`src/frame_change_mse_detector_top_macros.svh`:
```
// Assertion macros used by the top-level file that checks the block.
`ifndef FRAME_CHANGE_MSE_DETECTOR_TOP_MACROS_SVH
`define FRAME_CHANGE_MSE_DETECTOR_TOP_MACROS_SVH

// The consequent must hold at the same clock edge as the antecedent.
`define FCMD_ASSERT_NOW(label, ante, cons, msg) \
   label: assert property (@(posedge clock) disable iff (reset) (ante) |-> (cons)) \
      else $error(msg);

// The consequent must hold at the clock edge after the antecedent.
`define FCMD_ASSERT_NEXT(label, ante, cons, msg) \
   label: assert property (@(posedge clock) disable iff (reset) (ante) |=> (cons)) \
      else $error(msg);

`endif

```
`src/fcmd_pkg.sv`:
```
`default_nettype none

package fcmd_pkg;

   localparam int CHAN_W = 8;
   localparam int PIX_W = 3 * CHAN_W;
   localparam int SQ_W = 18;
   localparam int COUNT_W = 20;
   localparam int SUM_W = 37;
   localparam int THR_W = 18;
   localparam int LIMIT_W = THR_W + COUNT_W;
   localparam int CSR_W = 20;
   localparam int CSR_IDX_W = 1;

   localparam logic [COUNT_W-1:0] COUNT_MAX = '1;
   localparam logic [SUM_W-1:0] SUM_MAX = '1;

   localparam logic [CSR_IDX_W-1:0] CSR_CHANGE_THRESHOLD = 1'b0;
   localparam logic [CSR_IDX_W-1:0] CSR_FRAME_PIXELS = 1'b1;

   localparam logic [THR_W-1:0] THRESHOLD_RESET = 18'd1;
   localparam logic [COUNT_W-1:0] FRAME_PIXELS_RESET = 20'd307200;

   localparam int DEF_MAX_PIXELS = 524288;
   localparam int DEF_QUEUE_DEPTH = 4;

   typedef struct packed {
      logic [CHAN_W-1:0] chan_blue;
      logic [CHAN_W-1:0] chan_green;
      logic [CHAN_W-1:0] chan_red;
      logic end_of_frame;
   } fcmd_req_type;

   typedef struct packed {
      logic frame_similar;
      logic size_mismatch;
      logic [SUM_W-1:0] error_sum;
   } fcmd_rsp_type;

   typedef struct packed {
      logic [SQ_W-1:0] sq_sum;
      logic last;
      logic mismatch;
      logic have_ref;
   } fcmd_entry_type;

   typedef struct packed {
      logic valid;
      logic swap;
      logic set_ref;
   } fcmd_done_type;

endpackage

`default_nettype wire

```
`src/fcmd_back.sv`:
```
`default_nettype none

module fcmd_back
   import fcmd_pkg::*;
(
   input  logic               clock,
   input  logic               reset,
   input  logic               queue_valid,
   input  fcmd_entry_type     queue_head,
   output logic               pop,
   input  logic [THR_W-1:0]   change_threshold,
   input  logic [COUNT_W-1:0] frame_pixels,
   output logic               rsp_valid,
   input  logic               rsp_stall,
   output fcmd_rsp_type       rsp_word,
   output fcmd_done_type      done
);

   logic [SUM_W-1:0] acc_ff, acc_in;
   logic [LIMIT_W-1:0] limit_ff, limit_in;
   logic rsp_valid_ff, rsp_valid_in;
   fcmd_rsp_type rsp_word_ff, rsp_word_in;
   fcmd_done_type done_ff, done_in;

   logic [SUM_W:0] sum_wide;
   logic [SUM_W-1:0] sum_sat;
   logic within_limit;
   logic gives_result;

   assign limit_in = LIMIT_W'(change_threshold) * LIMIT_W'(frame_pixels);

   assign sum_wide = {1'b0, acc_ff} + (SUM_W + 1)'(queue_head.sq_sum);
   assign sum_sat = sum_wide[SUM_W] ? SUM_MAX : sum_wide[SUM_W-1:0];
   assign within_limit = LIMIT_W'(sum_sat) <= limit_ff;

   assign gives_result = queue_head.last && (queue_head.mismatch || queue_head.have_ref);
   assign pop = queue_valid && (!gives_result || !rsp_valid_ff || !rsp_stall);

   always_comb begin
      acc_in = acc_ff;
      if (pop) begin
         acc_in = queue_head.last ? '0 : sum_sat;
      end

      rsp_valid_in = rsp_valid_ff;
      rsp_word_in = rsp_word_ff;
      if (pop && gives_result) begin
         rsp_valid_in = 1'b1;
         rsp_word_in.frame_similar = !queue_head.mismatch && within_limit;
         rsp_word_in.size_mismatch = queue_head.mismatch;
         rsp_word_in.error_sum = sum_sat;
      end else if (!rsp_stall) begin
         rsp_valid_in = 1'b0;
      end

      done_in.valid = pop && queue_head.last;
      done_in.set_ref = !queue_head.mismatch;
      done_in.swap = !queue_head.mismatch && (!queue_head.have_ref || !within_limit);
   end

   always_ff @(posedge clock) begin
      if (reset) begin
         acc_ff <= '0;
         rsp_valid_ff <= 1'b0;
         done_ff <= '0;
      end else begin
         acc_ff <= acc_in;
         rsp_valid_ff <= rsp_valid_in;
         done_ff <= done_in;
      end
   end

   always_ff @(posedge clock) begin
      limit_ff <= limit_in;
      rsp_word_ff <= rsp_word_in;
   end

   assign rsp_valid = rsp_valid_ff;
   assign rsp_word = rsp_word_ff;
   assign done = done_ff;

endmodule

`default_nettype wire

```
`config.mk`:
```
export PLATFORM = sky130hd
export DESIGN_NAME = fcmd_back
export DESIGN_NICKNAME = d
export VERILOG_FILES = /design/src/frame_change_mse_detector_top_macros.svh /design/src/fcmd_pkg.sv /design/src/fcmd_back.sv
export SDC_FILE = /design/constraint.sdc
export NUM_CORES = 1
export LEC_CHECK = 0
export BUFFER_PORTS_ARGS = -buffer_cell sky130_fd_sc_hd__buf_2
export CORE_ASPECT_RATIO = 1.2
export CORE_MARGIN = 4
export CORE_UTILIZATION = 50
export DETAILED_ROUTE_END_ITERATION = 6
export GPL_ROUTABILITY_DRIVEN = 0
export PLACE_DENSITY = 0.79
export SLEW_MARGIN = 0
export SYNTH_ARGS = -nofsm -noshare
export SYNTH_HDL_FRONTEND = slang
export SYNTH_SLANG_ARGS = --single-unit
```
`constraint.sdc`:
```
create_clock -name clock -period 5.71 [get_ports clock]
set_input_delay 0.571 -clock clock [delete_from_list [all_inputs] [get_ports clock]]
set_output_delay 0.571 -clock clock [all_outputs]
set_load 0.02 [all_outputs]
```
# --- Word level (Yosys, flattened, before mapping) ---
# Index checks and enable logic that the tools add are counted.
op_classes:
  addsub: 1
  mul: 1
  n_div: 0
  n_lt_le_gt_ge: 1
  n_eq_ne: 1
  shifts: 0
  muxes: 4
  bitwise: 0
  reduce_logical: 16
ops:
  columns: ["op", "count"]
  rows:
  - ["$mux 37", 2]
  - ["$add 37x18->38", 1]
  - ["$le 37x38->1", 1]
  - ["$mul 18x20->38", 1]
  - ["$logic_and 1x1->1", 6]
  - ["$logic_not 1->1", 6]
  - ["$logic_or 1x1->1", 4]
  - ["$mux 1", 2]
  - ["$ne 2x1->1 const B", 1]
totals:
  ff_bits: 118
  latch_bits: 0
  mem_bits_rw: 0
  mem_bits_ro: 0
  inputBits: 63
  output_inout_bits: 44
  elab_cells: 33
  n_memories: 0

# --- Longest topological paths before layout ---
# Gate-level depths: netlist (run 1).
depth:
  ltp_word: 8
  ltp_mapped: 24

# --- Worst setup path after synthesis (run 1) ---
# No wires, ideal clock.
synth_path:
  kind: "input -> register"
  start: "in frame_pixels[16]"
  end: "reg limit_ff[35]"
  setup_ns: 0.072
  arrival_ns: 6.078
  setup_slack_ns: -0.441
  stages: 21
  cell_sequence: "clkbuf_1 -> clkbuf_1 -> nand2_1 -> fa_1 -> fa_1 -> fa_1 -> inv_1 -> fa_1 -> fa_1 -> inv_1 -> fa_1 -> inv_1 -> ha_1 -> o21ai_0 -> nor2_1 -> nor4b_1 -> a21oi_1 -> a211oi_1 -> o2111ai_1 -> a41oi_1 -> xnor2_1"
synth_between:
  elab_chain_cells: 1
synth_rtl:
  columns: ["element", "line", "source"]
  rows:
  - ["start: declaration", "fcmd_back.sv:12", "input logic [COUNT_W-1:0] frame_pixels,"]
  - ["$mul 18x20->38", "fcmd_back.sv:30", "assign limit_in = LIMIT_W'(change_threshold) * LIMIT_W'(frame_pixels);"]
  - ["via limit_in[35]", "fcmd_back.sv:20", "logic [LIMIT_W-1:0] limit_ff, limit_in;"]
  - ["end signal: assignment", "fcmd_back.sv:74", "limit_ff <= limit_in;"]
  - ["end: declaration", "fcmd_back.sv:20", null]
# The timed path passes the listed nets, and every way through them passes these cells.
# A chain may end at the register's enable or synchronous reset.

# --- Worst setup path in the final report (run 1) ---
layout_path:
  start: "in frame_pixels[11]"
  end: "reg limit_ff[35]"
# Same word-level chain as after synthesis.

==> run metrics, run 1 <==
Final Cell Area=20300 sq um; slew margin rel.=0.250; reg2reg end=rsp_word[38]; fin crit period=5.60 ns; Hold/Removal Path Class=in -> reg; top fanout value on the critical path=11; cells along the critical path=clkbuf_4 > and2_1 > fa_1 > inv_1 > fa_2 > fa_1 > inv_1 > fa_1 > fa_1 > fa_1 > ha_4 > a211oi_2 > nor2_2 > nor4b_4 > a21oi_4 > a211oi_4 > o2111ai_2 > a41oi_2 > xnor2_1; ANT cells=0; pin count of the biggest net entering global routing=41; most frequent cells in the layout=350 x inv_1, 283 x fa_1, 281 x nand2_1; global-route wire length before repair=73100 um; period utilisation layout=0.981; via count=14035; nets=2618; Final Setup Violations=0; Die Span Y=213 um; wire per inst=17.1 um; clock skew=0.0102 ns; grt ovf=0; RSZ-0062 raised after global routing=true; dpl hpwl=36800 um; final hold vios=0; Reg clk slew, reported paths=0.05 ns; Tot GR Track Use=0.239; Starting DRT DRC Count=1045; max-slew violations=0; clock buffer depth=2; worst path arrival time=5.93 ns; CTS tree=done; DRC Markers=0; hold_buf cts=0; mapped cell area=17500 sq um; Row Count=74; FILL cells=2841; Crit Path Category=in -> reg; Mapped Cells=1913; Ys Warns=0; Syn Nets=2432; R2R Path Start=acc_ff[14]; flops & latches, synth=118; initial antenna violation count=0; cells on worst reg2reg path=17; clk_lat worst skew=0.42 ns; Least-Margin Pin Slew=1.12 ns; final WL=43800 um; Most common cell on crit path=fa_1; Initial Util=0.510; Port-buffer cells=106; number of flops mapped to enable cells by yosys=39; Mean Syn Cell Area=9.14 sq um; Synth top area share=0.331; Vias/cell=5.47; commonest non-fill, non-tap cell in the layout=inv_1; Clock Root Buffer=clkbuf_16; Ports=107; layout cells sized above 1=0.165; dpl cell area=19500 sq um; slowest CP cell=fa_1; Seq/Total Area, Yosys=0.157; Synth async-reset ratio=0; Num CTS Buffers=17; Fmax=179 MHz; max-cap check violation count=0; die footprint=38000 sq um; Clock Sinks=118; Hold Crit Endpoint=done[0]; area grow syn2layout=16.1%; status=finished clean; CP max stage delay=0.56 ns; core area=34300 sq um; r2r setup slk=0.74 ns; Final ANT Viol Nets=0; area leader, netlist=fa_1; htree depth=4; Yosys cell types=72; vias in the first global route=15151; Post-synth top flop=dfxtp_1; Setup crit start kind=input pin; drt pass-1 iters=6; Die Wd=179 um; critical path required time=6.05 ns; ranking of synthesized cells by area=fa_1 33%, ha_1 12%, dfxtp_1 9.0%; Min-Delay Startpoint=queue_head[1]; WHS Path Cells=2; CP endpoint kind=flop
[cells in the mapped netlist (9+ instances only)]
| cell type | number |
|---|---|
| clkbuf_1 | 73 |
| o21bai_1 | 9 |
| nor3_1 | 14 |
| dfxtp_1 | 79 |
| a21oi_1 | 53 |
| nor2_1 | 38 |
| inv_1 | 357 |
| xnor2_1 | 36 |
| and2_1 | 152 |
| and3_1 | 12 |
| fa_1 | 289 |
| o21ai_0 | 38 |
| nand2_1 | 283 |
| a21o_1 | 55 |
| a22o_1 | 23 |
| edfxtp_1 | 39 |
| nand3_1 | 23 |
| nand4_1 | 16 |
| ha_1 | 167 |
| xor2_1 | 23 |
[worst max-delay path by stage]
stage                         startpoint            to  slack (ns)  cells after the start
floorplan                frame_pixels[7]  limit_ff[25]      0.0005                     22
global placement        frame_pixels[10]  limit_ff[25]       -0.31                     20
detailed placement      frame_pixels[10]  limit_ff[35]       -0.50                     20
CTS                      frame_pixels[6]  limit_ff[35]        0.04                     21
global route        change_threshold[13]  limit_ff[29]       -0.07                     21
finish                  frame_pixels[11]  limit_ff[35]        0.11                     19
[flip-flops by register name, indices dropped and copies added (netlist names)]
signal	count
rsp_word	39
done	3
acc_ff	37
limit_ff	38
rsp_valid	1
[worst max-delay path: cells and delay by family]
kind / cells / cell delay, ns
simple gates: 3 / 0.61
buf+inv: 3 / 0.31
compound gates: 5 / 1.06
fa+ha+maj: 7 / 3.22
xor+xnor: 1 / 0.14
[area by class of cell]
cell class,count,area (sq um),share of cell area
clock inverter,13,133,0.00653
inverter,358,1340,0.0662
multi-input combinational,1354,13300,0.656
tap,456,571,0.0281
clock buffer,19,443,0.0218
timing repair buffer,250,1740,0.0857
sequential,118,2750,0.136
[cell families after synthesis]
group,share of synthesized area
AO/OA/AOI/OAI,0.0987
XOR/XNOR,0.0296
adder cells (fa/ha/maj),0.451
buffers and inverters,0.0957
flip-flops,0.157
multiplexers,0.00430
AND/OR/NAND/NOR,0.164
[metrics by stage]
stage               hold slack (ns)  setup slack (ns)  std cells  setup TNS (ns)   util
finish                        0.364             0.111       2568               0  0.592
floorplan                     0.429          0.000527       1913               0      -
CTS                           0.361            0.0364       2567               0  0.587
global route                  0.366           -0.0738       2568          -0.382  0.592
detailed placement            0.464            -0.496       2535           -5.11  0.569
global placement              0.463            -0.314       2535           -3.14  0.569
[metal layers]
metal,GRT usage,wire (um),vias up
li1,-,-,6403
met1,0.279,16100,6922
met2,0.433,22600,548
met3,0.0395,3010,162
met4,0.103,2050,0
met5,0,0,-
[what timing repair did]
action	4_1_cts	5_1_grt
setup endpoints to repair	4	11
setup buffers	0	2
resized for setup	9	66
pin swaps	3	24
Power of run 1 is left out: the tool's default activity adds up to more than one toggle a clock period on the data nets, which glitch-free logic cannot reach.
==> run 2, diff against run 1 <==
--- a/config.mk
+++ b/config.mk
@@ -6,12 +6,15 @@
 export NUM_CORES = 1
 export LEC_CHECK = 0
 export BUFFER_PORTS_ARGS = -buffer_cell sky130_fd_sc_hd__buf_2
+export CELL_PAD_IN_SITES_DETAIL_PLACEMENT = 0
+export CELL_PAD_IN_SITES_GLOBAL_PLACEMENT = 1
 export CORE_ASPECT_RATIO = 1.2
 export CORE_MARGIN = 4
-export CORE_UTILIZATION = 50
+export CORE_UTILIZATION = 45
 export DETAILED_ROUTE_END_ITERATION = 6
 export GPL_ROUTABILITY_DRIVEN = 0
-export PLACE_DENSITY = 0.79
+export HOLD_SLACK_MARGIN = 0.03
+export PLACE_DENSITY = 0.89
 export SLEW_MARGIN = 0
 export SYNTH_ARGS = -nofsm -noshare
 export SYNTH_HDL_FRONTEND = slang
==> run metrics, run 2 (synthesized netlist as in run 1, its figures left out) <==
Crit Path Category=in -> reg (unchanged); Clock Sinks=118 (unchanged); layout cells sized above 1=0.171 (was 0.165); Row Count=78 (was 74); Least-Margin Pin Slew=1.14 ns (was 1.12 ns); dpl cell area=19600 sq um (was 19500 sq um); slew margin rel.=0.241 (was 0.250); Die Wd=188 um (was 179 um); ANT cells=0 (unchanged); nets=2628 (was 2618); global-route wire length before repair=72100 um (was 73100 um); worst path arrival time=5.86 ns (was 5.93 ns); dpl hpwl=36500 um (was 36800 um); Finished Core Util=0.536 (was 0.592); wire per inst=16.4 um (was 17.1 um); commonest non-fill, non-tap cell in the layout=inv_1 (unchanged); Final Cell Area=20400 sq um (was 20300 sq um); Reg clk slew, reported paths=0.06 ns (was 0.05 ns); Vias/cell=5.27 (was 5.47); post-route setup slack=0.146 ns (was 0.111 ns); Ports=107 (unchanged); Num CTS Buffers=17 (unchanged); Final ANT Viol Nets=0 (unchanged); CTS tree=done (unchanged); critical path required time=6.00 ns (was 6.05 ns); grt ovf=0 (unchanged); initial antenna violation count=0 (unchanged); final WL=42500 um (was 43800 um); area grow syn2layout=16.8% (was 16.1%); Fmax=180 MHz (was 179 MHz); htree depth=4 (unchanged); FILL cells=3422 (was 2841); vias in the first global route=14917 (was 15151); Starting DRT DRC Count=757 (was 1045); Place WS=-0.398 ns (was -0.496 ns); Hold/Removal Path Class=in -> reg (unchanged); Port-buffer cells=106 (unchanged); clock skew=0.0123 ns (was 0.0102 ns); Min Hold Slack=0.355 ns (was 0.364 ns); clock buffer depth=2 (unchanged); RSZ-0062 raised after global routing=true (unchanged); Die Span Y=224 um (was 213 um); status=finished clean (unchanged); clk_lat worst skew=0.42 ns (about the same); fin crit period=5.56 ns (was 5.60 ns); drt pass-1 iters=5 (was 6); DRC Markers=0 (unchanged); period utilisation layout=0.974 (was 0.981); core area=38100 sq um (was 34300 sq um); final hold vios=0 (unchanged); most frequent cells in the layout=353 x inv_1, 282 x nand2_1, 281 x fa_1 (was 350 x inv_1, 283 x fa_1, 281 x nand2_1); Tot GR Track Use=0.208 (was 0.239); Clock Root Buffer=clkbuf_16 (unchanged); Final Setup Violations=0 (unchanged); Initial Util=0.459 (was 0.510); via count=13710 (was 14035); top fanout value on the critical path=11 (unchanged); max-slew violations=0 (unchanged); die footprint=42100 sq um (was 38000 sq um); CP endpoint kind=flop (unchanged); max FFs per register=39 (unchanged); Setup crit start kind=input pin (unchanged); max-cap check violation count=0 (unchanged); pin count of the biggest net entering global routing=41 (unchanged)
## run 2: cell count changes in the layout (fill, tap and decap cells not counted), sizes merged
| cell | change |
|---|---|
| clkinvlp | -4 |
| clkinv | -1 |
| clkbuf | +5 |
| buf | +11 |
| bufinv | -1 |
## run 2: per-layer routing
| layer | vias to the layer above | part of all wire | GRT usage |
|---|---|---|---|
| met1 | 6845 | 0.41 | 0.250 |
| met5 | - | 0 | 0 |
| met3 | 74 | 0.045 | 0.0301 |
| li1 | 6423 | - | - |
| met4 | 0 | 0.025 | 0.0644 |
| met2 | 368 | 0.52 | 0.383 |
## run 2: path summary, 6_finish.rpt
path | endpoint | slack (ns) | start | depth (start not counted)
worst max-delay path | limit_ff[31] | 0.15 | frame_pixels[12] | 19
worst min-delay path | done[1] | 0.35 | queue_head[0] | 2
worst max register to register | rsp_word[38] | 0.91 | acc_ff[0] | 18
worst min register to register | acc_ff[0] | 0.46 | acc_ff[0] | 2
## run 2: cell type report
cell class                 instances  area (sq um)  share of cell area
multi-input combinational       1354         13300               0.651
timing repair buffer             260          1780              0.0873
clock buffer                      25           561              0.0275
tap                              480           601              0.0294
clock inverter                     7          77.6             0.00380
inverter                         358          1340              0.0658
sequential                       118          2750               0.135
## run 2: critical path, stage by stage
cell      delay, ns
clkbuf_4       0.18
and2_4         0.17
fa_1           0.54
inv_1          0.06
fa_2           0.54
fa_1           0.42
inv_1          0.08
fa_1           0.45
fa_1           0.50
fa_2           0.60
ha_4           0.22
a211oi_2       0.21
nor2_2         0.08
nor4b_4        0.29
a21oi_2        0.13
a211oi_2       0.35
o211a_1        0.26
nor4_1         0.07
nand3b_1       0.15
## run 2: repair_timing
item	CTS	global route
resized for setup	0	77
hold buffers	0	0
buffers inserted	0	1
endpoints found under the setup margin	0	14
## run 2: through the flow
step | instances | setup TNS (ns)
after floorplan | 1913 | 0
after global placement | 2570 | -3.29
after detailed placement | 2570 | -4.11
after CTS | 2602 | 0
after global routing | 2602 | -0.0443
final | 2602 | 0
Power of run 2 is left out for the same reason.
