File: src/frame_change_mse_detector_top_macros.svh
// Assertion macros used by the top-level file that checks the block.
`ifndef FRAME_CHANGE_MSE_DETECTOR_TOP_MACROS_SVH
`define FRAME_CHANGE_MSE_DETECTOR_TOP_MACROS_SVH

// The consequent must hold at the same clock edge as the antecedent.
`define FCMD_ASSERT_NOW(label, ante, cons, msg) \
   label: assert property (@(posedge clock) disable iff (reset) (ante) |-> (cons)) \
      else $error(msg);

// The consequent must hold at the clock edge after the antecedent.
`define FCMD_ASSERT_NEXT(label, ante, cons, msg) \
   label: assert property (@(posedge clock) disable iff (reset) (ante) |=> (cons)) \
      else $error(msg);

`endif

File: src/fcmd_pkg.sv
`default_nettype none

package fcmd_pkg;

   localparam int CHAN_W = 8;
   localparam int PIX_W = 3 * CHAN_W;
   localparam int SQ_W = 18;
   localparam int COUNT_W = 20;
   localparam int SUM_W = 37;
   localparam int THR_W = 18;
   localparam int LIMIT_W = THR_W + COUNT_W;
   localparam int CSR_W = 20;
   localparam int CSR_IDX_W = 1;

   localparam logic [COUNT_W-1:0] COUNT_MAX = '1;
   localparam logic [SUM_W-1:0] SUM_MAX = '1;

   localparam logic [CSR_IDX_W-1:0] CSR_CHANGE_THRESHOLD = 1'b0;
   localparam logic [CSR_IDX_W-1:0] CSR_FRAME_PIXELS = 1'b1;

   localparam logic [THR_W-1:0] THRESHOLD_RESET = 18'd1;
   localparam logic [COUNT_W-1:0] FRAME_PIXELS_RESET = 20'd307200;

   localparam int DEF_MAX_PIXELS = 524288;
   localparam int DEF_QUEUE_DEPTH = 4;

   typedef struct packed {
      logic [CHAN_W-1:0] chan_blue;
      logic [CHAN_W-1:0] chan_green;
      logic [CHAN_W-1:0] chan_red;
      logic end_of_frame;
   } fcmd_req_type;

   typedef struct packed {
      logic frame_similar;
      logic size_mismatch;
      logic [SUM_W-1:0] error_sum;
   } fcmd_rsp_type;

   typedef struct packed {
      logic [SQ_W-1:0] sq_sum;
      logic last;
      logic mismatch;
      logic have_ref;
   } fcmd_entry_type;

   typedef struct packed {
      logic valid;
      logic swap;
      logic set_ref;
   } fcmd_done_type;

endpackage

`default_nettype wire

File: src/fcmd_queue.sv
`default_nettype none

module fcmd_queue
   import fcmd_pkg::*;
#(
   parameter int DEPTH = DEF_QUEUE_DEPTH
) (
   input  logic                         clock,
   input  logic                         reset,
   input  logic                         push,
   input  fcmd_entry_type               push_entry,
   input  logic                         pop,
   output fcmd_entry_type               head,
   output logic                         not_empty,
   output logic [$clog2(DEPTH+1)-1:0]   count
);

   localparam int PTR_W = $clog2(DEPTH);
   localparam int CNT_W = $clog2(DEPTH + 1);

   fcmd_entry_type slot_ff [DEPTH];
   logic [PTR_W-1:0] wr_ptr_ff, wr_ptr_in;
   logic [PTR_W-1:0] rd_ptr_ff, rd_ptr_in;
   logic [CNT_W-1:0] count_ff, count_in;

   function automatic logic [PTR_W-1:0] next_ptr(input logic [PTR_W-1:0] ptr);
      return (ptr == PTR_W'(DEPTH - 1)) ? '0 : ptr + 1'b1;
   endfunction

   always_comb begin
      wr_ptr_in = push ? next_ptr(wr_ptr_ff) : wr_ptr_ff;
      rd_ptr_in = pop ? next_ptr(rd_ptr_ff) : rd_ptr_ff;
      count_in = count_ff;
      if (push && !pop) begin
         count_in = count_ff + 1'b1;
      end else if (pop && !push) begin
         count_in = count_ff - 1'b1;
      end
   end

   always_ff @(posedge clock) begin
      if (reset) begin
         wr_ptr_ff <= '0;
         rd_ptr_ff <= '0;
         count_ff <= '0;
      end else begin
         wr_ptr_ff <= wr_ptr_in;
         rd_ptr_ff <= rd_ptr_in;
         count_ff <= count_in;
      end
   end

   always_ff @(posedge clock) begin
      if (push) begin
         slot_ff[wr_ptr_ff] <= push_entry;
      end
   end

   assign head = slot_ff[rd_ptr_ff];
   assign not_empty = (count_ff != '0);
   assign count = count_ff;

endmodule

`default_nettype wire

File: config.mk
export PLATFORM = sky130hd
export DESIGN_NAME = fcmd_queue
export DESIGN_NICKNAME = d
export VERILOG_FILES = /design/src/frame_change_mse_detector_top_macros.svh /design/src/fcmd_pkg.sv /design/src/fcmd_queue.sv
export SDC_FILE = /design/constraint.sdc
export NUM_CORES = 1
export LEC_CHECK = 0
export ABC_CLOCK_PERIOD_IN_PS = 1700
export BUFFER_PORTS_ARGS = -buffer_cell sky130_fd_sc_hd__buf_2
export CAP_MARGIN = 40
export CORE_UTILIZATION = 50
export DETAILED_ROUTE_END_ITERATION = 6
export PLACE_DENSITY_LB_ADDON = 0.12
export RECOVER_POWER = 25
export SLEW_MARGIN = 10
export SYNTH_ARGS = -nofsm -noshare
export SYNTH_HDL_FRONTEND = slang
export SYNTH_SLANG_ARGS = --single-unit
File: constraint.sdc
create_clock -name clock -period 1.7 [get_ports clock]
set_input_delay 0.17 -clock clock [delete_from_list [all_inputs] [get_ports clock]]
set_output_delay 0.17 -clock clock [all_outputs]
set_load 0.05 [all_outputs]
== Word level (Yosys, flattened, before mapping) ==
Memories as Yosys holds them, arrays and structs flattened. A register that Yosys moved wholly into a read port is not among the register bits.
Cells that the tools add are included.
Operators by class
  $add $sub $neg: 4
  mux-type cells: 8
  equal/unequal tests: 2
  reductions and logical operators: 6
Operators with widths (count)
  $mux 2: 4
  $mux 3: 2
  $add 2x1->2 const B: 2
  $eq 2x2->1 const B: 2
  $add 3x1->3 const B: 1
  $reduce_bool 3->1: 1
  $sub 3x1->3 const B: 1
  $logic_and 1x1->1: 2
  $logic_not 1->1: 2
  $mux 1: 2
  $reduce_bool 2->1: 1
Storage, ports and cells
  flip-flop bits (word level): 7
  logic and storage cells: 24
  bits in writable memories: 84
  memories kept: 1
  input bits: 25
Memories
  slot_ff: depth 4, bits a word 21, read ports 1, clocked after Yosys merged registers in 1, write ports 1, RTL line fcmd_queue.sv:21  | fcmd_entry_type slot_ff [DEPTH];

== Longest topological paths before layout ==
Gate-level depths: netlist of the first run.
  depth after elaboration: 4
  gate-level depth with buffers: 7

== Least setup slack after synthesis of the first run ==
Ideal clock, no wire load.
  path kind: reg-to-reg
  from: register count_ff[0] (netlist: count[0])
  to: register count_ff[2] (netlist: count[2])
  stages on the path, launching flop included: 5
  arrival time: 1551 ps
  slack: 79 ps
  setup time: 70 ps
  clock period less this slack: 1621 ps
  path buffers: 0
  cells stage by stage: dfxtp_1 fa_1 xor2_1 or3_1 a21oi_1
Between the ends
  cells in the longest elaborated chain, start to end: 3
Ends and longest elaborated chain
  from (decl): RTL line fcmd_queue.sv:24  | logic [CNT_W-1:0] count_ff, count_in;
  from (signal assigned): RTL line fcmd_queue.sv:49  | count_ff <= count_in;
  $sub 3x1->3: RTL line fcmd_queue.sv:37  | count_in = count_ff - 1'b1;
  $mux 3: RTL line fcmd_queue.sv:36  | end else if (pop && !push) begin
  $mux 3 *: RTL line fcmd_queue.sv:34  | if (push && !pop) begin
Every way passes the cells marked *; elsewhere a longest branch is shown, timed or not. The select of a mux whose other input is x is not followed.
A chain may end at the register's enable or synchronous reset.

==> impl_summary.txt, run 1 <==
----------------------------------------------------
[Worst setup path]
  Critical Setup Path Class ... reg2out
  Internal reg-to-reg setup slack ... 0.26 ns
  R2R Path End ... count[2]$_SDFFE_PP0P_
  CP max stage cell ... sky130_fd_sc_hd__mux4_2
  CP max FO ... 7
  Worst path max stage delay ... ~0.52 ns
  Critical path required time ... 1.53 ns
  Start of the worst register-to-register path ... count[0]$_SDFFE_PP0P_
  Element type at the critical path start ... flip-flop
  Worst Reg-to-Reg Cells ... 4
  Critical Path End Type ... output pin
  Cell chain of the critical path ... buf_12 > mux4_2 > buf_6
  Crit path arrival time ... 1.62 ns

[Global route]
  Pin count of the biggest net entering global routing ... 22
  Overflow left after global routing ... 0
  Number of antenna violations at the first check in global routing ... 0
  Aggregate global-route resource usage ... 17.24%
  Wire length of the first global-routing pass ... 8921 um
  Number of global-route vias before repair ... 1798

[Timing]
  Worst hold margin ... ~0.042 ns
  Max-slew violations ... 0
  Setup violations, final ... 21
  Final setup margin ... -0.08730 ns
  Total negative slack for setup checks ... -1.342 ns
  Slew at the pin closest to its max-slew limit ... 0.2491 ns
  Unrepaired setup endpoints after global routing ... true
  Maximum clock frequency ... approximately 0.56 GHz
  Number of hold violations in the final report ... 0
  Skew final ... 0.006936 ns
  Headroom to the max-slew limit ... 83.51%
  Period utilization ... 105.1%
  Final period demand of the worst path ... 1.787 ns

[Clock tree]
  Clock slew at the register clock pins of the worst setup and hold paths ... approximately 0.080 ns
  Number of CTS-inserted buffers ... 9
  Maximum buffer depth of the clock tree ... 2
  CTS sink cnt ... 93
  CTS tree ... built
  H-tree lvl count ... 3
  CTS Root Buffer Type ... sky130_fd_sc_hd__clkbuf_8
  Clock insertion delay at the later pin of the skew report ... approximately 0.34 ns

[Cells and area]
  Final core utilization ... between 60% and 70%
  Total number of nets in the final design ... around 250
  Layout cells sized above 1 ... 37.61%
  Fill cell count ... 460
  Signed area change from the synthesized netlist to the final layout ... 21.62%
  Post-route cell area ... ~4200 sq um
  Final Non-Filler Cells ... 303
  Count of inserted antenna diode cells ... 0

[Routing]
  Residual DRC ... 0
  Count of vias placed by the detailed router ... 1638
  WL/cell ... 18.22 um
  First-pass iteration count of the detailed router ... 4
  Initial detailed-routing violation count ... 89
  Routed Wire Length ... 5521 um
  Number of vias per cell after detailed routing ... 5.406
  Number of nets with antenna violations after detailed routing ... 0

[Synth]
  Post-synthesis average cell area ... 22.80 sq um
  Synthesized Nets ... 184
  Synthesized cell area ... 3466 sq um
  Library cells used by synthesis ... 17
  Dominant cells by area after synthesis ... sky130_fd_sc_hd__edfxtp_1 (73%), sky130_fd_sc_hd__mux4_2 (13%), sky130_fd_sc_hd__dfxtp_1 (5.2%)
  Yosys synthesis warning count ... 0
  Fraction of post-synthesis cell area in the top cell type by area ... 72.78%
  Flops & latches, synth ... 93
  Syn Inst Count ... 152
  Fraction of the yosys area taken by sequential cells ... between 70 and 80%
  Synth area leader ... sky130_fd_sc_hd__edfxtp_1

[Floorplanning]
  Boundary Pins ... 50
  Site Rows ... 29
  Full die area ... a little over 7000 sq um
  Effective utilization at floorplan ... between 50% and 60%
  Width of the chip ... 85.26 um
  Die Ht ... 85.26 um
  Std-Cell Core Area ... 6531 sq um

[Run status]
  Result of the run ... complete, but fails checks
  Violations in the final reports ... setup timing

[Hold path]
  Hold Crit Endpoint ... slot_ff[2][9]$_DFFE_PP_
  Hold path cells ... 1
  Hold Startpoint ... push_entry[9]
  Hold Crit Class ... in2reg

[Placement]
  Final weighted congestion in routability-driven placement ... 0.6925
  Number of port buffers ... 49
  Placement-stage cell area ... 3904 sq um
  Detailed-placement wirelength estimate ... approximately 3600 um
  Placement-stage worst setup slack ... 0.06315 ns
  Placed insts ... 286

[Power and ir drop]
  Reported leakage power ... ~1.5 nW
  Total power density per cell area ... 1130 nW/um^2
  Power Total ... 4.762 mW
  IR drop worst, VDD ... 0.6051 mV

[Job]
  Max-Cap Viols ... 0

----------------------------------------------------
[cell usage in the layout, fill, tap and decap left out, types with 6 or more instances in the layout]
cell type | Yosys | routed
sky130_fd_sc_hd__buf_2 | 2 | 15
sky130_fd_sc_hd__buf_4 | 0 | 9
sky130_fd_sc_hd__buf_6 | 2 | 20
sky130_fd_sc_hd__clkbuf_1 | 0 | 14
sky130_fd_sc_hd__clkbuf_8 | 0 | 9
sky130_fd_sc_hd__dfxtp_1 | 9 | 8
sky130_fd_sc_hd__edfxtp_1 | 84 | 84
sky130_fd_sc_hd__ha_1 | 6 | 6
sky130_fd_sc_hd__mux4_2 | 20 | 21
sky130_fd_sc_hd__nor2_1 | 7 | 7
[synth_stat cells (all sizes together)]
master and n:
ha 6, nor3b 1, and2 4, edfxtp 84, xor2 2, mux2i 4
dfxtp 9, fa 1, inv 4, buf 4, nor2 7, a21oi 2
o21ai 1, mux4 21, or3 2
[worst max path at each step]
stage / depth (start not counted) / from / slack (ns) / endpoint
6_report: 3 / flip-flop / -0.09 / head[15]
5_1_grt: 3 / flip-flop / -0.14 / head[4]
2_1_floorplan: 4 / count[0]$_SDFFE_PP0P_ / 0.08 / count[2]$_SDFFE_PP0P_
3_3_place_gp: 8 / pop / 0.11 / count[2]$_SDFFE_PP0P_
3_5_place_dp: 8 / pop / 0.06 / count[2]$_SDFFE_PP0P_
4_1_cts: 3 / flip-flop / -0.12 / head[4]
[worst max-delay path, delay by kind of cell, from the launching register on]
family                 cells  cell delay [ns]
buffers and inverters      2             0.32
muxes                      1             0.52
DFF                        1             0.42
[timing repair]
action                                  CTS  global route
gates resized for setup                  46             0
endpoints found under the setup margin   21            21
cloned                                    1             0
buffers inserted                          0             0
hold buffers                              0             0
[state kept, by name, indices dropped and copies added, names as in the netlist, named ones only]
register and flops:
slot_ff 84, count 3, rd_ptr_ff 2, wr_ptr_ff 2
[cell families (layout without fill, tap and decap cells)]
logic type / count (synthesis) / after routing / share of synthesized area, %
buffers and inverters: 8 / 82 / 1.372
and+or+nand+nor: 14 / 14 / 2.058
xor gates and xnor gates: 2 / 2 / 0.5055
DFF: 93 / 93 / 77.98
AOI/OAI and AO/OA: 3 / 3 / 0.4331
muxes: 25 / 25 / 14.91
adders and majority gates: 7 / 7 / 2.744
[where the power goes]
group          leakage (nW)  internal [mW]  switching [mW]  total, mW
registers             0.846           2.61          0.0469       2.65
logic                 0.543          0.335           0.527      0.862
clock network        0.0841          0.530           0.716       1.25
total                  1.47           3.47            1.29       4.76
[layer usage]
layer | up-vias | wire length [um] | global-route usage, %
met2 | 32 | 2949 | 29.33
met1 | 840 | 2302 | 21.45
met3 | 9 | 182 | 3.502
li1 | 757 | - | -
met4 | 0 | 87 | 8.182
met5 | - | 0 | 0
[cell type report]
cell class                 count  area (sq um)  area share (%)
clock buffer                  10         127.6           3.028
clock inverter                 6         38.79          0.9202
inverter                       4         15.01          0.3562
multi-input combinational     51         711.9           16.89
sequential                    93          2706           64.20
tap                           77         96.34           2.286
timing repair buffer          62         519.2           12.32
Power figures use the tool's default switching activity.
==> inputs of run 2 (changes only) <==
--- a/config.mk
+++ b/config.mk
@@ -8,6 +8,7 @@
 export ABC_CLOCK_PERIOD_IN_PS = 1700
 export BUFFER_PORTS_ARGS = -buffer_cell sky130_fd_sc_hd__buf_2
 export CAP_MARGIN = 40
+export CORE_ASPECT_RATIO = 1.2
 export CORE_UTILIZATION = 50
 export DETAILED_ROUTE_END_ITERATION = 6
 export PLACE_DENSITY_LB_ADDON = 0.12
==> run 2 against run 1 <==
  * The run still ends with setup timing left
  * Design area up 1.6%
  * Register-to-register slack worse by 0.06 ns
  * Cell count increased by 2.6%
  * Critical path depth unchanged
  * Clock power increased by 26%
  * Combinational power increased by 0.8%
  * Worst setup slack worse by 0.012 ns
  * Power rose by 7.3%
  * Sequential power barely moved
  * Largest power group unchanged
  * Highest routed layer unchanged
==> impl_summary.txt, run 2 (synthesis gave the netlist of run 1 again) <==
----------------------------------------------------
[Run status]
  Result of the run ... complete, but fails checks
  Violations in the final reports ... setup timing

[Clock tree]
  Clock slew at the register clock pins of the worst setup and hold paths ... 0.09 ns (about the same)
  Number of CTS-inserted buffers ... 9 (unchanged)
  CTS Root Buffer Type ... sky130_fd_sc_hd__clkbuf_8
  Clock insertion delay at the later pin of the skew report ... 0.35 ns (about the same)
  CTS tree ... built
  H-tree lvl count ... 3 (unchanged)
  CTS sink cnt ... 93 (unchanged)
  Count of buffers added by post-CTS timing repair for setup ... 0 (unchanged)
  Maximum buffer depth of the clock tree ... 2 (unchanged)

[Floorplanning]
  Effective utilization at floorplan ... 52.78% (-0.28 points)
  Full die area ... 7270 sq um (about the same)
  Width of the chip ... 78 um (-8.5%)
  Boundary Pins ... 50 (unchanged)
  Die Ht ... 93.20 um (+9.3%)
  Site Rows ... 32 (+10%)
  Std-Cell Core Area ... 6566 sq um (+0.54%)

[Placement]
  Final weighted congestion in routability-driven placement ... 0.6922 (about the same)
  Placement-stage cell area ... 3901 sq um (about the same)
  Number of port buffers ... 49 (unchanged)
  Detailed-placement wirelength estimate ... 3840 um (+6.8%)
  Placed insts ... 294 (+2.8%)

[Worst setup path]
  Start of the worst register-to-register path ... count[0]$_SDFFE_PP0P_
  CP max FO ... 7 (unchanged)
  Critical Path End Type ... output pin
  Crit path arrival time ... 1.63 ns (about the same)
  Element type at the critical path start ... flip-flop
  Critical path required time ... 1.53 ns (about the same)
  Critical Setup Path Class ... reg2out

[Cells and area]
  Count of inserted antenna diode cells ... 0 (unchanged)
  Layout cells sized above 1 ... 38.05% (+0.44 points)
  Final Non-Filler Cells ... 311 (+2.6%)
  Max FFs per register ... 84 (unchanged)
  Most common library cell in the layout ignoring fill and taps ... sky130_fd_sc_hd__edfxtp_1
  Total number of nets in the final design ... 253 (unchanged)
  Register bank with the most flops ... slot_ff
  Signed area change from the synthesized netlist to the final layout ... 23.57%
  Post-route cell area ... 4283 sq um (+1.6%)
  Most frequent cells in the layout ... sky130_fd_sc_hd__edfxtp_1 (84), sky130_fd_sc_hd__mux4_2 (20), sky130_fd_sc_hd__buf_6 (19)

[Power and ir drop]
  Total power density per cell area ... 1193 nW/um^2 (+5.6%)
  IR drop worst, VDD ... 0.6705 mV (+11%)
  Reported leakage power ... 1.504 nW (+2.1%)

[Routing]
  Routed Wire Length ... 5859 um (+6.1%)
  Initial detailed-routing violation count ... 64 (-28%)
  Residual DRC ... 0 (unchanged)
  Count of vias placed by the detailed router ... 1658 (+1.2%)
  WL/cell ... 18.84 um (+3.4%)
  First-pass iteration count of the detailed router ... 4 (unchanged)
  Number of nets with antenna violations after detailed routing ... 0 (unchanged)
  Number of vias per cell after detailed routing ... 5.331 (-1.4%)

[Timing]
  Slew at the pin closest to its max-slew limit ... 0.2672 ns (+0.01809 ns)
  Final period demand of the worst path ... 1.799 ns (+0.01167 ns)
  Unrepaired setup endpoints after global routing ... true
  Max-slew violations ... 0 (unchanged)
  Headroom to the max-slew limit ... 82.19% (-1.3 points)
  Skew final ... 0.006810 ns (-0.0001261 ns)
  Total negative slack for setup checks ... -1.686 ns (-0.3443 ns)
  Period utilization ... 105.8% (+0.69 points)
  Final setup margin ... -0.09896 ns (-0.01167 ns)
  Number of hold violations in the final report ... 0 (unchanged)
  Maximum clock frequency ... 0.5559 GHz (-0.65%)
  Setup violations, final ... 21 (unchanged)

[Hold path]
  Hold Startpoint ... push_entry[6]
  Hold Crit Class ... in2reg

[Global route]
  Number of antenna violations at the first check in global routing ... 0 (unchanged)
  Wire length of the first global-routing pass ... 9190 um (+3.0%)
  Pin count of the biggest net entering global routing ... 22 (unchanged)
  Number of global-route vias before repair ... 1805 (+0.39%)
  Overflow left after global routing ... 0 (unchanged)
  Aggregate global-route resource usage ... 18.30% (+1.1 points)

[Job]
  Max-Cap Viols ... 0 (unchanged)

----------------------------------------------------
[run 2: cell types whose count changed in the layout (fill, tap and decap cells not counted), sizes merged]
cell    before  now
clkinv       4    3
inv          5    4
bufinv       0    2
[run 2: repair_timing]
action                                  4_1_cts  5_1_grt
gates resized for setup                      46        1
hold buffers                                  0        0
gates cloned                                  1        0
endpoints found under the setup margin       21       21
[run 2: report_power, final]
group,internal (mW),switching (mW)
Clock,0.865,0.718
Combinational,0.334,0.535
Sequential,2.61,0.0491
[run 2: final timing paths]
kind | endpoint | slack [ns] | cells past startpoint
hold reg to reg | count[2]$_SDFFE_PP0P_ | 0.53 | 2
setup / recovery | head[10] | -0.1 | 3
setup reg to reg | count[2]$_SDFFE_PP0P_ | 0.20 | 4
hold / removal | slot_ff[3][6]$_DFFE_PP_ | 0.04 | 1
[run 2: area by class of cell]
type                       instances  area (sq um)
timing repair buffer              62         515.5
fill                             438          2283
multi-input combinational         51         715.7
sequential                        93          2706
clock inverter                     6         86.33
clock buffer                      10         137.6
inverter                           4         15.01
tap                               85         106.4
[run 2: worst max-delay path, cell delays in order (launching register included)]
cell                      delay (ns)
sky130_fd_sc_hd__dfxtp_4        0.43
sky130_fd_sc_hd__buf_12         0.15
sky130_fd_sc_hd__mux4_2         0.52
sky130_fd_sc_hd__buf_6          0.17
[run 2: per-layer routing]
metal	vias to the layer above	track usage (%)	wire length (um)
li1	763	-	-
met1	840	21.51	2363
met2	44	31.49	3214
met3	11	4.780	169
met4	0	8.642	112
met5	-	0	0
[run 2: per-stage QoR]
| stage | power (mW) | hold slack [ns] | util (%) | setup slack, ns |
|---|---|---|---|---|
| finish | 5.108 | 0.04071 | 65.22 | -0.09896 |
| global route | 5.288 | 0.02529 | 65.22 | -0.1609 |
| CTS | 5.149 | 0.01062 | 65.40 | -0.1361 |
| detailed placement | 3.474 | 0.3869 | 59.41 | 0.03724 |
| global placement | 3.442 | 0.3807 | 59.41 | 0.1110 |
| floorplan | 3.252 | 0.2391 | - | 0.07912 |
==> inputs of run 3 (changes only) <==
==> constraint.sdc (replaced) <==
create_clock -name clock -period 1.7 [get_ports clock]
set_input_delay 0.34 -clock clock [delete_from_list [all_inputs] [get_ports clock]]
set_output_delay 0.34 -clock clock [all_outputs]
set_load 0.05 [all_outputs]
==> run 3 against run 2 <==
  * Count of clock-buffer cells in the layout decreased by 1
  * Largest cell class unchanged
  * Sequential cell count unchanged
  * Largest power group unchanged
  * Combinational power is 0.7% lower
  * Fmax is 7.6% lower
  * Core utilization is 0.88 points lower
  * The flow still finishes with violations (setup timing)
==> impl_summary.txt, run 3 (synthesis gave the netlist of run 1 again) <==
----------------------------------------------------
[Power and ir drop]
  Sw Pwr ... 1.259 mW (-3.3%)
  Part of the power in combinational logic ... 17.8% (+0.8 points)
  Clock network fraction of total power ... 27.6% (-3.4 points)
  Internal power ... 3.592 mW (-5.6%)
  Power Total ... 4.851 mW (-5.0%)
  Net switching share of the total power ... 25.95% (+0.47 points)
  Total power density per cell area ... 1148 nW/um^2 (-3.7%)
  IR drop worst, VDD ... 0.7795 mV (+16%)
  Part of the power in registers ... 54.6% (+2.6 points)
  Reported leakage power ... 1.469 nW (-2.4%)

[Routing]
  Routed Wire Length ... 5551 um (-5.3%)
  WL/cell ... 17.96 um (-4.6%)
  Residual DRC ... 0 (unchanged)
  First-pass iteration count of the detailed router ... 4 (unchanged)
  Number of nets with antenna violations after detailed routing ... 0 (unchanged)
  Initial detailed-routing violation count ... 75 (+17%)
  Number of vias per cell after detailed routing ... 5.353 (+0.40%)
  Count of vias placed by the detailed router ... 1654 (-0.24%)

[Worst setup path]
  Critical Path End Type ... output pin
  CP max FO ... 13 (+6)
  Critical Setup Path Class ... reg2out
  Critical path required time ... 1.36 ns (-0.17 ns)
  Crit path arrival time ... 1.61 ns (-0.02 ns)
  Worst Reg-to-Reg Cells ... 4 (unchanged)
  Element type at the critical path start ... flip-flop

[Floorplanning]
  Boundary Pins ... 50 (unchanged)
  Effective utilization at floorplan ... 52.78% (unchanged)
  Width of the chip ... 78 um (unchanged)
  Die Ht ... 93.20 um (unchanged)
  Site Rows ... 32 (unchanged)
  Full die area ... 7270 sq um (unchanged)
  Std-Cell Core Area ... 6566 sq um (unchanged)

[Clock tree]
  CTS Root Buffer Type ... sky130_fd_sc_hd__clkbuf_8
  Maximum buffer depth of the clock tree ... 2 (unchanged)
  Clock slew at the register clock pins of the worst setup and hold paths ... 0.08 ns (about the same)
  CTS tree ... built
  CTS sink cnt ... 93 (unchanged)
  H-tree lvl count ... 3 (unchanged)
  Clock insertion delay at the later pin of the skew report ... 0.35 ns (about the same)
  CTS Hold Buffers Added ... 0 (unchanged)
  Number of CTS-inserted buffers ... 9 (unchanged)
  Count of buffers added by post-CTS timing repair for setup ... 0 (unchanged)

[Cells and area]
  Most common library cell in the layout ignoring fill and taps ... sky130_fd_sc_hd__edfxtp_1
  Final core utilization ... 64.35% (-0.88 points)
  Register bank with the most flops ... slot_ff
  Total number of nets in the final design ... 253 (unchanged)
  Post-route cell area ... 4225 sq um (-1.3%)
  Layout cells sized above 1 ... 37.50% (-0.55 points)
  Signed area change from the synthesized netlist to the final layout ... 21.91%
  Count of inserted antenna diode cells ... 0 (unchanged)
  Max FFs per register ... 84 (unchanged)
  Final Non-Filler Cells ... 309 (-0.64%)
  Most frequent cells in the layout ... sky130_fd_sc_hd__edfxtp_1 (84), sky130_fd_sc_hd__mux4_2 (21), sky130_fd_sc_hd__buf_6 (21)

[Timing]
  Headroom to the max-slew limit ... 82.69% (+0.50 points)
  Setup violations, final ... 21 (unchanged)
  Number of hold violations in the final report ... 0 (unchanged)
  Maximum clock frequency ... 0.5137 GHz (-7.6%)
  Skew final ... 0.01179 ns (+0.004976 ns)
  Max-slew violations ... 0 (unchanged)
  Unrepaired setup endpoints after global routing ... true
  Period utilization ... 114.5% (+8.7 points)
  Worst hold margin ... 0.2099 ns (+0.1692 ns)
  Slew at the pin closest to its max-slew limit ... 0.2597 ns (-0.007489 ns)
  Final period demand of the worst path ... 1.947 ns (+0.1476 ns)
  Final setup margin ... -0.2466 ns (-0.1476 ns)

[Placement]
  Number of port buffers ... 49 (unchanged)
  Detailed-placement wirelength estimate ... 3700 um (-3.6%)
  Placement-stage cell area ... 3934 sq um (+0.83%)
  Final weighted congestion in routability-driven placement ... 0.6799 (-1.8%)
  Placed insts ... 295 (+0.34%)

[Global route]
  Aggregate global-route resource usage ... 17.42% (-0.89 points)
  Wire length of the first global-routing pass ... 8880 um (-3.4%)
  Number of global-route vias before repair ... 1791 (-0.78%)
  Pin count of the biggest net entering global routing ... 22 (unchanged)
  Overflow left after global routing ... 0 (unchanged)
  Number of antenna violations at the first check in global routing ... 0 (unchanged)

[Hold path]
  Hold path cells ... 1 (unchanged)
  Hold Crit Class ... in2reg

[Run status]
  Violations in the final reports ... setup timing
  Result of the run ... complete, but fails checks

[Job]
  Max-Cap Viols ... 0 (unchanged)

----------------------------------------------------
## run 3: worst paths after layout
path,startpoint,slack [ns],to
min,push_entry[4],0.21,slot_ff[0][4]$_DFFE_PP_
max reg2reg,count[0]$_SDFFE_PP0P_,0.22,count[2]$_SDFFE_PP0P_
max,flip-flop,-0.25,head[10]
min reg2reg,count[2]$_SDFFE_PP0P_,0.52,count[2]$_SDFFE_PP0P_
## run 3: timing repair
item / CTS / global route
gates cloned: 0 / 0
resized for setup: 44 / 0
endpoints found under the setup margin: 21 / 21
pin swaps: 0 / 0
## run 3: power groups by stage
stage | clock network (mW) | logic, mW | registers (mW)
CTS | 1.37 | 0.879 | 2.65
floorplan | 0 | 0.514 | 2.74
global route | 1.45 | 0.910 | 2.66
detailed placement | 0 | 0.780 | 2.71
finish | 1.34 | 0.863 | 2.65
global placement | 0 | 0.760 | 2.70
## run 3: layout make-up
| cell class | count | area, sq um |
|---|---|---|
| well taps | 85 | 106.4 |
| clock buffers | 9 | 123.9 |
| fillers | 453 | 2341 |
| inverters | 4 | 15.01 |
| clock inverters | 5 | 53.80 |
| repair buffers | 62 | 508.0 |
| flip-flops and latches | 93 | 2706 |
| multi-input cells | 51 | 711.9 |
## run 3: through the flow
step	TNS, ns	setup WS (ns)
6_report	-4.423	-0.2466
4_1_cts	-4.965	-0.2785
2_1_floorplan	0	0.07912
5_1_grt	-5.511	-0.2935
3_3_place_gp	-0.02681	-0.02681
3_5_place_dp	-0.1038	-0.1038
## run 3: metal layers
metal  GRT usage [%]  wire length (um)
met1           20.33              2299
met4           10.19               132
met2           30.24              2947
met3           3.122               172
met5               0                 0
## run 3: critical path, stage by stage, from the launching register on
cell and delay (ns):
sky130_fd_sc_hd__dfxtp_4 0.38, sky130_fd_sc_hd__buf_12 0.17, sky130_fd_sc_hd__mux4_2 0.54, sky130_fd_sc_hd__buf_6 0.17
